==> config.mk <==
export PLATFORM = sky130hd
export DESIGN_NAME = itlc_side
export DESIGN_NICKNAME = d
export VERILOG_FILES = /design/src/sv/itlc_side.sv
export SDC_FILE = /design/constraint.sdc
export NUM_CORES = 1
export LEC_CHECK = 0
export ABC_CLOCK_PERIOD_IN_PS = 9250
export BUFFER_PORTS_ARGS = -buffer_cell sky130_fd_sc_hd__buf_2
export CAP_MARGIN = 20
export CORE_ASPECT_RATIO = 1.5
export CORE_MARGIN = 2
export CORE_UTILIZATION = 60
export CTS_CLUSTER_SIZE = 8
export DETAILED_ROUTE_END_ITERATION = 8
export PLACE_DENSITY_LB_ADDON = 0.05
export RECOVER_POWER = 100
export SLEW_MARGIN = 25
export SYNTH_ARGS = -nofsm -noshare
export SYNTH_HDL_FRONTEND = slang
export SYNTH_SLANG_ARGS = --single-unit
==> constraint.sdc <==
create_clock -name clock -period 9.25 [get_ports clock]
set_clock_uncertainty 0.2 [all_clocks]
set_input_delay 0.925 -clock clock [delete_from_list [all_inputs] [get_ports clock]]
set_output_delay 0.925 -clock clock [all_outputs]
set_load 0.02 [all_outputs]
==> src/sv/itlc_side.sv <==
// Line side test unit: two products in one stage, sign compare in the next.
// No package dependencies.
module itlc_side #(
   parameter int COORD_BITS = 10
) (
   input  logic                      clock,
   input  logic [4*COORD_BITS-1:0]   line,
   input  logic [COORD_BITS:0]       px,
   input  logic [COORD_BITS:0]       py,
   output logic                      side
);

   localparam int DW = COORD_BITS + 2;
   localparam int PW = 2 * DW;

   logic [COORD_BITS-1:0] ax, ay, bx, by;
   logic signed [DW-1:0]  d_px, d_py, d_bx, d_by;
   logic signed [PW-1:0]  prod_a_ff, prod_a_in, prod_b_ff, prod_b_in;
   logic                  side_ff, side_in;

   always_comb begin
      ax = line[3*COORD_BITS +: COORD_BITS];
      ay = line[2*COORD_BITS +: COORD_BITS];
      bx = line[COORD_BITS +: COORD_BITS];
      by = line[0 +: COORD_BITS];
      d_px = signed'({1'b0, px}) - signed'({2'b00, ax});
      d_py = signed'({1'b0, py}) - signed'({2'b00, ay});
      d_by = signed'({2'b00, by}) - signed'({2'b00, ay});
      d_bx = signed'({2'b00, bx}) - signed'({2'b00, ax});
      prod_a_in = d_px * d_by;
      prod_b_in = d_py * d_bx;
      // positive side when the cross product is negative
      side_in = prod_a_ff < prod_b_ff;
   end

   always_ff @(posedge clock) begin
      prod_a_ff <= prod_a_in;
      prod_b_ff <= prod_b_in;
      side_ff   <= side_in;
   end

   assign side = side_ff;

endmodule

==> results.txt <==
The first global-routing pass estimated 53.5 mm of wire. By area the synthesized netlist is led by fa_1 39%, ha_1 15%, inv_1 11%. For this run, the slowest stage of the critical path takes 670 ps.

Summed over all instances, the cell type with the most area after synthesis is fa_1. STA classifies the critical path endpoint as a flip-flop. The total number of nets in the final design is 2,070.

The global-route congestion overflow total is 0. The worst path required time is 9210 ps. The worst-path cell with the longest stage delay is xor2_1. For this run, the register share of the synthesized area comes to 0.0709.

The sum of negative setup slack came out at 0 ps. In the synthesized netlist the async set-or-reset flop fraction comes to 0. The number of rows created at floorplan is 66. The post-route DRC violation count came out at 0. The clock buffer count from CTS is 5. The placeable core region came out at 0.0217 mm2. Including well taps, the total number of placed cells is 1,856. The first TritonRoute pass finished after 5 iterations. The count of flip-flops with a built-in enable after synthesis is 0.

For this run, the total global-route usage over all layers was measured as 0.297. Setup violations remaining at the end of the flow were counted as 0. CTS placed an instance of clkbuf_16 at the clock tree root.

The initial antenna violation count came out at 1. Of the cells placed in the final design, the portion with a size suffix greater than 1 is 0.0572. The distinct cell type count of the synthesized netlist came out at 52. In this run the worst path has a maximum fanout of 11. The final worst-path cycle share is 0.906. The post-CTS clock slew at the launch and capture registers of the worst setup and hold paths came out at 70 ps.

Data arrives at the worst endpoint at 8350 ps. The die footprint is 0.0233 mm2. The most instantiated flip-flop cell in the synthesis netlist is dfxtp_1.

The count of nets left with antenna violations once routing finished came out at 0. The share of the synthesized area in the top cell type is 0.389. The die height came out at 186 um.

The cell that appears most often on the critical path is fa_1. The total nets after synthesis is 2,011. For this design, the CTS-stage hold fixing added 0 buffers. TritonCTS built the clock tree. The via count of the routed design is 10,301. The maximum frequency from static timing analysis is 119 MHz. The min-delay analysis places its worst path in the category reg2reg. The maximum root-to-sink buffer count is 2. The initial core utilization came out at 0.611.

The number of cells in the finished layout apart from fillers came out at 1,864. For this design the top-level I/O count stands at 64. The number of failing hold endpoints at the final stage came out at 0. The total wire length after detailed routing came out at 33.8 mm.

The maximum number of pins on one net before global-route repair is 17. The mean instance size in the synthesized netlist is 8.66 um2. The count of cells resized by post-cts repair is 0.

The placed wire-length estimate came out at 29.9 mm. The via count of the first global-routing pass came out at 10,811. The run finished with clean final reports. The core occupancy in the finished layout came out at 0.649. The first routing iteration left 403 violations. The worst hold margin is 427 ps. The number of buffers inserted to repair setup after CTS came out at 0. The number of max-slew violations in the final report came out at 0. Across the run, the number of max-cap violations was 0. Setup repair after global routing left no endpoint under its margin. The width of the chip is 125 um. The synthesis warning total came out at 0. For the pin with the worst max-slew slack, the measured transition is 954 ps.

The worst setup path is of the in2reg kind. Dividing the detail-routed wire length by the instance count gives 18.1 um. Synthesis inferred 47 register bits. The number of buffers inserted by port buffering came out at 63. The headroom to the max-slew limit is 0.361.

In this run the number of H-tree levels came out at 2. The leading cell type by number of instances after synthesis is inv_1. The number of buffer and inverter stages on the critical path came out at 4. The layout has 1,934 filler cells.

The global placer's final weighted congestion is 0.958. Sorting the synthesized cells by how often they occur yields 376 x inv_1, 258 x fa_1, 167 x nor2_1, 158 x ha_1, 135 x nand2_1. The number of antenna diodes in the final layout is 0.

The relative area change from synthesis to final layout came out at 6.26%. The post-detailed-route via-to-cell ratio came out at 5.53. The sink count of the clock tree came out at 47. The synthesized netlist cell count is 1,532. The kind of start point of the critical path is a primary input. For the worst-skew pair, the clock arrives at the later sink with an insertion delay of 290 ps. In this design, the largest share of critical-path delay is due to adder cells. The synthesized cell area is 0.0133 mm2.

The shortest clock period the worst path allows after layout is 8380 ps.
cell families (layout without fill, tap and decap cells):
group,after synthesis,in the layout,synth area share
DFF,47,47,0.0709
xor gates and xnor gates,87,87,0.0580
and+or+nand+nor,413,413,0.136
AOI/OAI and AO/OA,165,165,0.0800
buffers and inverters,400,460,0.114
muxes,4,4,0.00311
adders and majority gates,416,416,0.538
state kept, by name, indices dropped and copies added (netlist names):
register,count
side,1
prod_a_ff,23
prod_b_ff,23
worst paths after layout:
| kind | start | to | slack, ps | cells past startpoint |
|---|---|---|---|---|
| setup reg to reg | prod_b_ff[12] | side | 7100 | 8 |
| hold reg to reg | prod_a_ff[22] | side | 430 | 2 |
| hold / removal | prod_a_ff[22] | side | 430 | 2 |
| setup / recovery | px[0] | prod_a_ff[22] | 870 | 28 |
area by class of cell:
| cell class | count | area [um2] | area share |
|---|---|---|---|
| well taps | 272 | 340 | 0.0241 |
| clock inverters | 3 | 71.3 | 0.00506 |
| flip-flops and latches | 47 | 941 | 0.0667 |
| clock buffers | 5 | 125 | 0.00887 |
| inverters | 376 | 1410 | 0.100 |
| multi-input cells | 1085 | 10800 | 0.766 |
| repair buffers | 76 | 404 | 0.0287 |
worst min-delay path: cells and delay by family (launching register included):
kind	cells	cell delay (ps)
DFF	1	340
adders and majority gates	1	170
muxes	1	70
layout by cell type, fill, tap and decap left out, types with 21 or more instances in the layout:
master   instances
inv_1          376
fa_1           258
nor2_1         167
ha_1           158
nand2_1        135
xnor2_1         65
buf_2           59
a21oi_1         49
dfxtp_1         47
o21ai_0         38
nor2b_1         25
xor2_1          21
and2_1          21
layer usage:
layer	global-route usage	wire length (um)	up-vias
li1	-	-	4750
met1	0.318	11600	5132
met2	0.567	18800	285
met3	0.0326	1170	132
met4	0.164	2240	2
met5	0	13	-
through the flow:
| stage | cell area, um2 | setup WS, ps |
|---|---|---|
| after floorplan | 13300 | 1600 |
| after global placement | 13900 | 1070 |
| after detailed placement | 13900 | 963 |
| after CTS | 14100 | 1260 |
| after global routing | 14100 | 381 |
| final | 14100 | 865 |
Power is not shown: default switching activity piles up to over one toggle a cycle in this logic, so the estimate is an artifact.
