## config.mk

```make
export PLATFORM = sky130hd
export DESIGN_NAME = itlc_cell
export DESIGN_NICKNAME = d
export VERILOG_FILES = /design/src/sv/itlc_pkg.sv /design/src/sv/itlc_cell.sv
export SDC_FILE = /design/constraint.sdc
export NUM_CORES = 1
export LEC_CHECK = 0
export ABC_AREA = 1
export BUFFER_PORTS_ARGS = -buffer_cell sky130_fd_sc_hd__buf_4
export CAP_MARGIN = 25
export CORE_MARGIN = 10
export CORE_UTILIZATION = 25
export DETAILED_ROUTE_END_ITERATION = 6
export HOLD_SLACK_MARGIN = 0.02
export PLACE_DENSITY_LB_ADDON = 0.05
export SKIP_LAST_GASP = 1
export SLEW_MARGIN = 20
export SYNTH_ARGS = -nofsm -noshare
export SYNTH_HDL_FRONTEND = slang
export SYNTH_SLANG_ARGS = --single-unit
export TNS_END_PERCENT = 100
```

## constraint.sdc

```tcl
create_clock -name clock -period 3.35 [get_ports clock]
set_input_delay 0 -clock clock [delete_from_list [all_inputs] [get_ports clock]]
set_output_delay 0 -clock clock [all_outputs]
set_load 0.01 [all_outputs]
```

## src/sv/itlc_pkg.sv

```systemverilog
// Shared types for the track line counter.
// Used by the track cell and the top level; no dependencies.
package itlc_pkg;

   // Per-cell control: shift takes the neighbor's word, load takes the broadcast word.
   typedef struct packed {
      logic shift;
      logic load;
   } cell_ctl_type;

   localparam int FLAG_BITS  = 4;
   localparam int CONF_BITS  = 8;
   localparam int IDENT_BITS = 16;
   localparam int COUNT_BITS = 16;

endpackage

```

## src/sv/itlc_cell.sv

```systemverilog
// One track cell of the track chain: holds one packed track entry.
// Depends on itlc_pkg for the cell control struct.
module itlc_cell #(
   parameter int DATA_W = 68
) (
   input  logic                      clock,
   input  itlc_pkg::cell_ctl_type    ctl,
   input  logic [DATA_W-1:0]         next_data,
   input  logic [DATA_W-1:0]         bcast_data,
   output logic [DATA_W-1:0]         data
);

   logic [DATA_W-1:0] data_ff;
   logic [DATA_W-1:0] data_in;

   always_comb begin
      data_in = data_ff;
      if (ctl.load) begin
         data_in = bcast_data;
      end else if (ctl.shift) begin
         data_in = next_data;
      end
   end

   always_ff @(posedge clock) begin
      data_ff <= data_in;
   end

   assign data = data_ff;

endmodule

```

==> results of run 1 <==
## cell usage after synthesis
cell	number
edfxtp_1	68
buf_6	4
buf_2	10
buf_4	1
inv_2	1
nand2_1	204
or2_2	1
## kinds of logic after synthesis
group | count (synthesis) | share of synthesized area, %
and+or+nand+nor | 205 | 26.44
DFF | 68 | 69.92
buffers and inverters | 16 | 3.642
## per-stage QoR
stage	hold slack, ns	cell area, um2	cells
floorplan	0.1786	2920	289
global placement	0.2635	4546	623
detailed placement	0.2664	4548	623
==> impl_metrics.ini, run 1 <==
[status]
error = [ERROR RSZ-0060] Max buffer count reached.
status = stopped before the end
failing_step = clock tree synthesis

[synthesis]
ys_seq_area_share_pct = 69.92
synth.distinct_cells = 7
synth_nets = 428
ys_warn_count = 0
ys_seq_elements = 68
synth_area_leaders = edfxtp_1 70%, nand2_1 26%, buf_2 1.7%, buf_6 1.5%, buf_4 0.26%
avgSynthCellArea_um2 = 10.10
synth_top_area_cell = edfxtp_1
synth_top_area_share_pct = 69.92
syn-instance-count = 289
syn_area_mm2 = 0.002920

[clock_tree]
hold_buffers = 128
cts_made_buffers = 9
cts-root-buf = clkbuf_16
ctsResizeCount = 0
clk_path_buf_depth = 2
post-cts-setup-buffers = 0
cts.sinks = 68
htree_num_levels = 3

[die]
die_x_um = 128.1
die_y_um = 128.1
boundaryPins = 207
initial_utilization_pct = 25.58
placementRows = 39

[place]
pre_cts_slack_ns = 1.398
portBuffers = 206
post-dp-hpwl_um = 7458
place.gp.congestion = 0.7075
==> inputs of run 2 (changes only) <==
--- a/config.mk
+++ b/config.mk
@@ -9,10 +9,9 @@
 export BUFFER_PORTS_ARGS = -buffer_cell sky130_fd_sc_hd__buf_4
 export CAP_MARGIN = 25
 export CORE_MARGIN = 10
-export CORE_UTILIZATION = 25
+export CORE_UTILIZATION = 20
 export DETAILED_ROUTE_END_ITERATION = 6
-export HOLD_SLACK_MARGIN = 0.02
-export PLACE_DENSITY_LB_ADDON = 0.05
+export PLACE_DENSITY_LB_ADDON = 0.15
 export SKIP_LAST_GASP = 1
 export SLEW_MARGIN = 20
 export SYNTH_ARGS = -nofsm -noshare
==> run 2 against run 1 <==
The run now ends clean. Synthesized area stayed put. Synthesized cell count did not move.
==> impl_metrics.ini, run 2 <==
[place]
pre_cts_slack_ns = 1.772
portBuffers = 206
dp.cells = 666
post-dp-hpwl_um = 7744
place.gp.congestion = 0.7760

[clock_tree]
post-cts-setup-buffers = 0
cts.sinks = 68
cts_made_buffers = 9
ctsResizeCount = 0
tritoncts = built
hold_buffers = 136
clk_path_buf_depth = 2
htree_num_levels = 3
clk_pin_slew_ns = 0.06
cts-root-buf = clkbuf_16

[setup_path]
end_kind = flop
cp_max_fo = 36
crit_required_ns = 3.41
crit_type = in2reg
cp-start-kind = input pin
cp_data_arrival_time_ns = 1.57

[power_and_ir_drop]
p_sw_mw = 0.5765
p_int_mw = 1.907
switching_share_pct = 23.21
power.leakage_nw = 3.029
clkPwrFrac_pct = 33.2
combPwrFrac_pct = 23.6
seqPwrFrac_pct = 43.2
ir_drop_mv = 0.1741
powerDensity_mw_per_mm2 = 397.7

[timing]
final_max_slew_viol_count = 0
fmax_mhz = 664.9
min_period_ns = 1.504
hold_viol = 0
rsz0062_at_grt = false
fin_setup_tns_ns = 0
worstMarginPinSlew_ns = 0.9620
setup_viol = 0
timing.final.crit_share_pct = 44.90
slew_headroom_pct = 35.87
setup_ws_ns = 1.846

[synthesis]
ys_seq_elements = 68
synth_top_area_cell = edfxtp_1
ys_warn_count = 0
ys_top_cells_by_count = 204 x nand2_1, 68 x edfxtp_1, 10 x buf_2, 4 x buf_6
synth_nets = 428
synth_area_leaders = edfxtp_1 70%, nand2_1 26%, buf_2 1.7%, buf_6 1.5%, buf_4 0.26%
ys.flop_type = edfxtp_1
ys_seq_area_share_pct = 69.92
synth.most_common_cell = nand2_1
syn-instance-count = 289
synth_edf_count = 68
async_flop_share_pct = 0
synth_top_area_share_pct = 69.92
syn_area_mm2 = 0.002920
synth.distinct_cells = 7
avgSynthCellArea_um2 = 10.10

[min_path]
hold_end = data[27]
hold_depth = 4
hold_path.class = in2reg
min-delay-start = bcast_data[27]

[cells_and_area]
diodes = 0
mostFrequentLayoutCell = buf_4
nFillCells = 1444
most-common-layout-cells = 207 x buf_4, 204 x nand2_1, 136 x dlygate4sd3_1
drive_gt1_share_pct = 35.39
nets = 768
areaGrowthSynthToFinish_pct = 113.8
largest_register_ffs = 68
final_util_pct = 43.29
fin_cells = 817

[global_routing]
grt_pass1_vias = 3341
antenna_found_initial = 0
grt_overflow_total = 0
grt_usage_pct = 10.31
grt_first_pass_wirelength_um = 16660
grt_max_degree = 69

[routing]
antenna_left = 0
drcViolationCount = 0
wl_per_cell_um = 13.04
vias = 3119
drtIter0Drc = 106
firstDrtPassIters = 4
drt-total-wl_um = 10660
via_per_inst = 3.818

[die]
die_y_um = 140.8
die_x_um = 140.8
placementRows = 44
boundaryPins = 207
initial_utilization_pct = 20.25
die_area_mm2 = 0.01983
core_area_mm2 = 0.01442

[job]
maxCapViolations = 0

[status]
status = finished, final reports clean
## run 2: how the worst max path moves through the flow
stage                       from  endpoint  cells after the start
after floorplan           ctl[0]   data[0]                      3
after global placement    ctl[0]  data[29]                      2
after detailed placement  ctl[0]  data[25]                      2
after CTS                 ctl[0]  data[17]                      6
after global routing      ctl[0]  data[42]                      6
final                     ctl[0]  data[22]                      6
## run 2: critical path: stages
cell and delay (ns):
buf_4 0.28, inv_2 0.32, buf_12 0.27, nand2_1 0.08
nand2_1 0.04, dlygate4sd3_1 0.55
## run 2: final cells by class
type	instances	area, um2	share of cell area, %
timing repair buffer	344	2935	47.00
clock buffer	10	229.0	3.667
sequential	68	2042	32.70
inverter	1	3.754	0.06011
tap	184	230.2	3.687
clock inverter	5	30.03	0.4809
multi-input combinational	205	774.5	12.40
## run 2: cells by family (layout without fill, tap and decap cells)
family,count (synthesis),in the layout,share of synthesized area [%]
simple gates,205,205,26.44
buf+inv,16,360,3.642
flops,68,68,69.92
## run 2: per-stage QoR
stage          hold slack (ns)  cell area, um2  total power [mW]
2_1_floorplan           0.1786            2920             1.234
3_3_place_gp            0.2670            4604             1.532
3_5_place_dp            0.2720            4624             1.536
4_1_cts                 0.4613            6245             2.534
5_1_grt                 0.4741            6245             2.633
6_report                0.4755            6245             2.483
## run 2: power by group through the flow
stage          Combinational, mW  Clock (mW)  Sequential [mW]
6_report                   0.587       0.824             1.07
4_1_cts                    0.598       0.862             1.07
2_1_floorplan             0.0933           0             1.14
3_5_place_dp               0.447           0             1.09
5_1_grt                    0.642       0.909             1.08
3_3_place_gp               0.443           0             1.09
## run 2: metal layers
| layer | share of wire [%] | global-route usage (%) | up-vias |
|---|---|---|---|
| li1 | - | - | 1605 |
| met1 | 41 | 11.18 | 1382 |
| met2 | 48 | 17.39 | 123 |
| met3 | 9.6 | 5.173 | 9 |
| met4 | 1.2 | 2.826 | 0 |
| met5 | 0 | 0 | - |
Note: power is estimated with default switching activity, not from simulation.
==> inputs of run 3 (changes only) <==
==> constraint.sdc (replaced) <==
create_clock -name clock -period 1.42 [get_ports clock]
set_input_delay 0 -clock clock [delete_from_list [all_inputs] [get_ports clock]]
set_output_delay 0 -clock clock [all_outputs]
set_load 0.01 [all_outputs]
==> run 3 against run 2 <==
Sequential power increased by 140%. Critical path type unchanged. Die area stayed put. First-iteration DRC count rose by 21%. Total power grew 130%. Highest routed layer unchanged. Via count rose by 1.6%.
==> impl_metrics.ini, run 3 (same netlist as run 2, synthesis figures left out) <==
[status]
status = finished, final reports clean

[global_routing]
met1_usage_pct = 10.40
grt_util_met3_pct = 5.912
grt_usage_pct = 10.75
grt_pass1_vias = 3401
gr-max-usage-layer = met2
met2_usage_pct = 18.82
grt_overflow_total = 0
grt_first_pass_wirelength_um = 16970
grt_max_degree = 70
antenna_found_initial = 0

[power_and_ir_drop]
clkPwrFrac_pct = 32.4
powerDensity_mw_per_mm2 = 929.9
seqPwrFrac_pct = 43.5
combPwrFrac_pct = 24.1
p_sw_mw = 1.334
p_int_mw = 4.480
switching_share_pct = 22.95
ir_drop_mv = 0.4829
power.leakage_nw = 3.038

[routing]
firstDrtPassIters = 6
drt-total-wl_um = 10930
wl_per_cell_um = 13.38
via_per_inst = 3.879
vias = 3169
drcViolationCount = 0
drtIter0Drc = 128
antenna_left = 0

[clock_tree]
clk_path_buf_depth = 2
cts_made_buffers = 9
cts-root-buf = clkbuf_16
post-cts-setup-buffers = 0
tritoncts = built
clk_pin_slew_ns = 0.06
cts.sinks = 68
htree_num_levels = 3

[timing]
worstMarginPinSlew_ns = 0.9455
hold_viol = 0
min_period_ns = 1.350
final_max_slew_viol_count = 0
timing.final.crit_share_pct = 95.10
fmax_mhz = 740.5
fin_setup_tns_ns = 0
holdWs_ns = 0.4719
setup_viol = 0
slew_headroom_pct = 36.96
rsz0062_at_grt = false

[setup_path]
slowest_stage = dlygate4sd3_1
end_kind = flop
cp_max_fo = 69
max_stage_delay_ns = 0.55
crit_required_ns = 1.49
crit_family = buffers and inverters
cp_data_arrival_time_ns = 1.42
crit_chain = buf_4, buf_12, inv_2, buf_12, nand2_1, nand2_1, dlygate4sd3_1
crit_type = in2reg
cp-start-kind = input pin
crit_buf_inv = 5

[die]
placementRows = 44
die_area_mm2 = 0.01983
core_area_mm2 = 0.01442
die_x_um = 140.8
initial_utilization_pct = 20.25
die_y_um = 140.8
boundaryPins = 207

[place]
dp.cells = 667
portBuffers = 206
place.gp.congestion = 0.8185
post-dp-hpwl_um = 7395

[cells_and_area]
multiInputGateArea_um2 = 774.5
largest_register_ffs = 68
diodes = 0
drive_gt1_share_pct = 35.07
most-common-layout-cells = 207 x buf_4, 204 x nand2_1, 136 x dlygate4sd3_1
nFillCells = 1367
nets = 769
areaGrowthSynthToFinish_pct = 114.1
fin_cells = 817
seq_area_mm2 = 0.002042
mostFrequentLayoutCell = buf_4

[min_path]
hold_path.class = in2reg

[job]
maxCapViolations = 0
[run 3: changes by cell type in the layout (fill, tap and decap cells not counted)]
cell	before	now
clkinv_2	3	2
clkbuf_1	1	0
clkinv_1	0	3
clkinvlp_4	2	0
buf_12	1	2
[run 3: layout make-up]
class / instances / share of cell area [%]
tap: 184 / 3.682
clock inverter: 5 / 0.3402
timing repair buffer: 345 / 47.27
inverter: 1 / 0.06004
multi-input combinational: 205 / 12.39
sequential: 68 / 32.66
clock buffer: 9 / 3.602
[run 3: path summary, 6_finish.rpt]
kind | slack (ns) | end | depth (start not counted) | from
worst max-delay path | 0.07 | data[30] | 7 | ctl[0]
worst min-delay path | 0.47 | data[16] | 4 | bcast_data[16]
[run 3: metrics by stage]
step | utilization (%) | instance area [um2] | setup WS, ns | total power, mW
global route | 43.35 | 6252 | 0.002963 | 6.116
finish | 43.35 | 6252 | 0.06955 | 5.814
CTS | 43.35 | 6252 | 0.09781 | 5.904
detailed placement | 32.20 | 4644 | 0.1090 | 3.631
floorplan | - | 2923 | 0.2377 | 2.912
global placement | 32.20 | 4644 | 0.1417 | 3.627
[run 3: power groups by stage]
stage	sequential [mW]	clock (mW)	combinational, mW
5_1_grt	2.55	2.03	1.53
4_1_cts	2.53	1.95	1.42
3_5_place_dp	2.57	0	1.06
3_3_place_gp	2.56	0	1.06
2_1_floorplan	2.69	0	0.221
6_report	2.53	1.88	1.40
[run 3: timing repair]
action,in CTS,in global routing
hold endpoints to repair,68,0
hold buffers,136,0
resized for setup,0,0
[run 3: routing by layer]
metal  share of wire [%]  wire [um]
met1                  36       3949
met4                 1.8        195
met5                   0          0
met3                  11       1189
met2                  51       5599
==> inputs of run 4 (changes only) <==
--- a/config.mk
+++ b/config.mk
@@ -8,7 +8,6 @@
 export ABC_AREA = 1
 export BUFFER_PORTS_ARGS = -buffer_cell sky130_fd_sc_hd__buf_4
 export CAP_MARGIN = 25
-export CORE_MARGIN = 10
 export CORE_UTILIZATION = 20
 export DETAILED_ROUTE_END_ITERATION = 6
 export PLACE_DENSITY_LB_ADDON = 0.15
==> run 4 against run 3 <==
The flow now stops in clock tree synthesis. Synthesized cell count unchanged. Synthesized area is the same.
==> impl_metrics.ini, run 4 <==
[place]
place.gp.congestion = 0.6782
dp.cells = 663
post-dp-hpwl_um = 5983
portBuffers = 206
pre_cts_slack_ns = -0.04801

[synthesis]
synth_area_leaders = edfxtp_1 70%, nand2_1 26%, buf_2 1.7%, buf_6 1.5%, buf_4 0.26%
synth.distinct_cells = 7
synth_top_area_share_pct = 69.92
synth_edf_count = 68
ys_seq_area_share_pct = 69.92
ys_top_cells_by_count = 204 x nand2_1, 68 x edfxtp_1, 10 x buf_2, 4 x buf_6
ys_warn_count = 0
synth_top_area_cell = edfxtp_1
synth.most_common_cell = nand2_1
syn-instance-count = 289
synth_nets = 428
ys_seq_elements = 68
ys.flop_type = edfxtp_1
syn_area_mm2 = 0.002920
avgSynthCellArea_um2 = 10.10
async_flop_share_pct = 0

[die]
die_y_um = 122.8
boundaryPins = 207
placementRows = 43
initial_utilization_pct = 20.80
die_x_um = 122.8

[clock_tree]
cts-root-buf = clkbuf_16
cts_made_buffers = 9
post-cts-setup-buffers = 0
cts.sinks = 68
hold_buffers = 136
htree_num_levels = 3
clk_path_buf_depth = 2
ctsResizeCount = 0

[status]
status = stopped before the end
failing_step = clock tree synthesis
error = [ERROR RSZ-0060] Max buffer count reached.
run 4: cells by family after synthesis:
logic type / after synthesis / synth area share, %
buffers and inverters: 16 / 3.642
AND/OR/NAND/NOR: 205 / 26.44
flip-flops: 68 / 69.92
run 4: metrics by stage:
| step | hold slack (ns) | instance area [um2] | setup TNS [ns] |
|---|---|---|---|
| after floorplan | 0.1786 | 2923 | 0 |
| after global placement | 0.2635 | 4614 | -1.041 |
| after detailed placement | 0.2686 | 4614 | -1.232 |
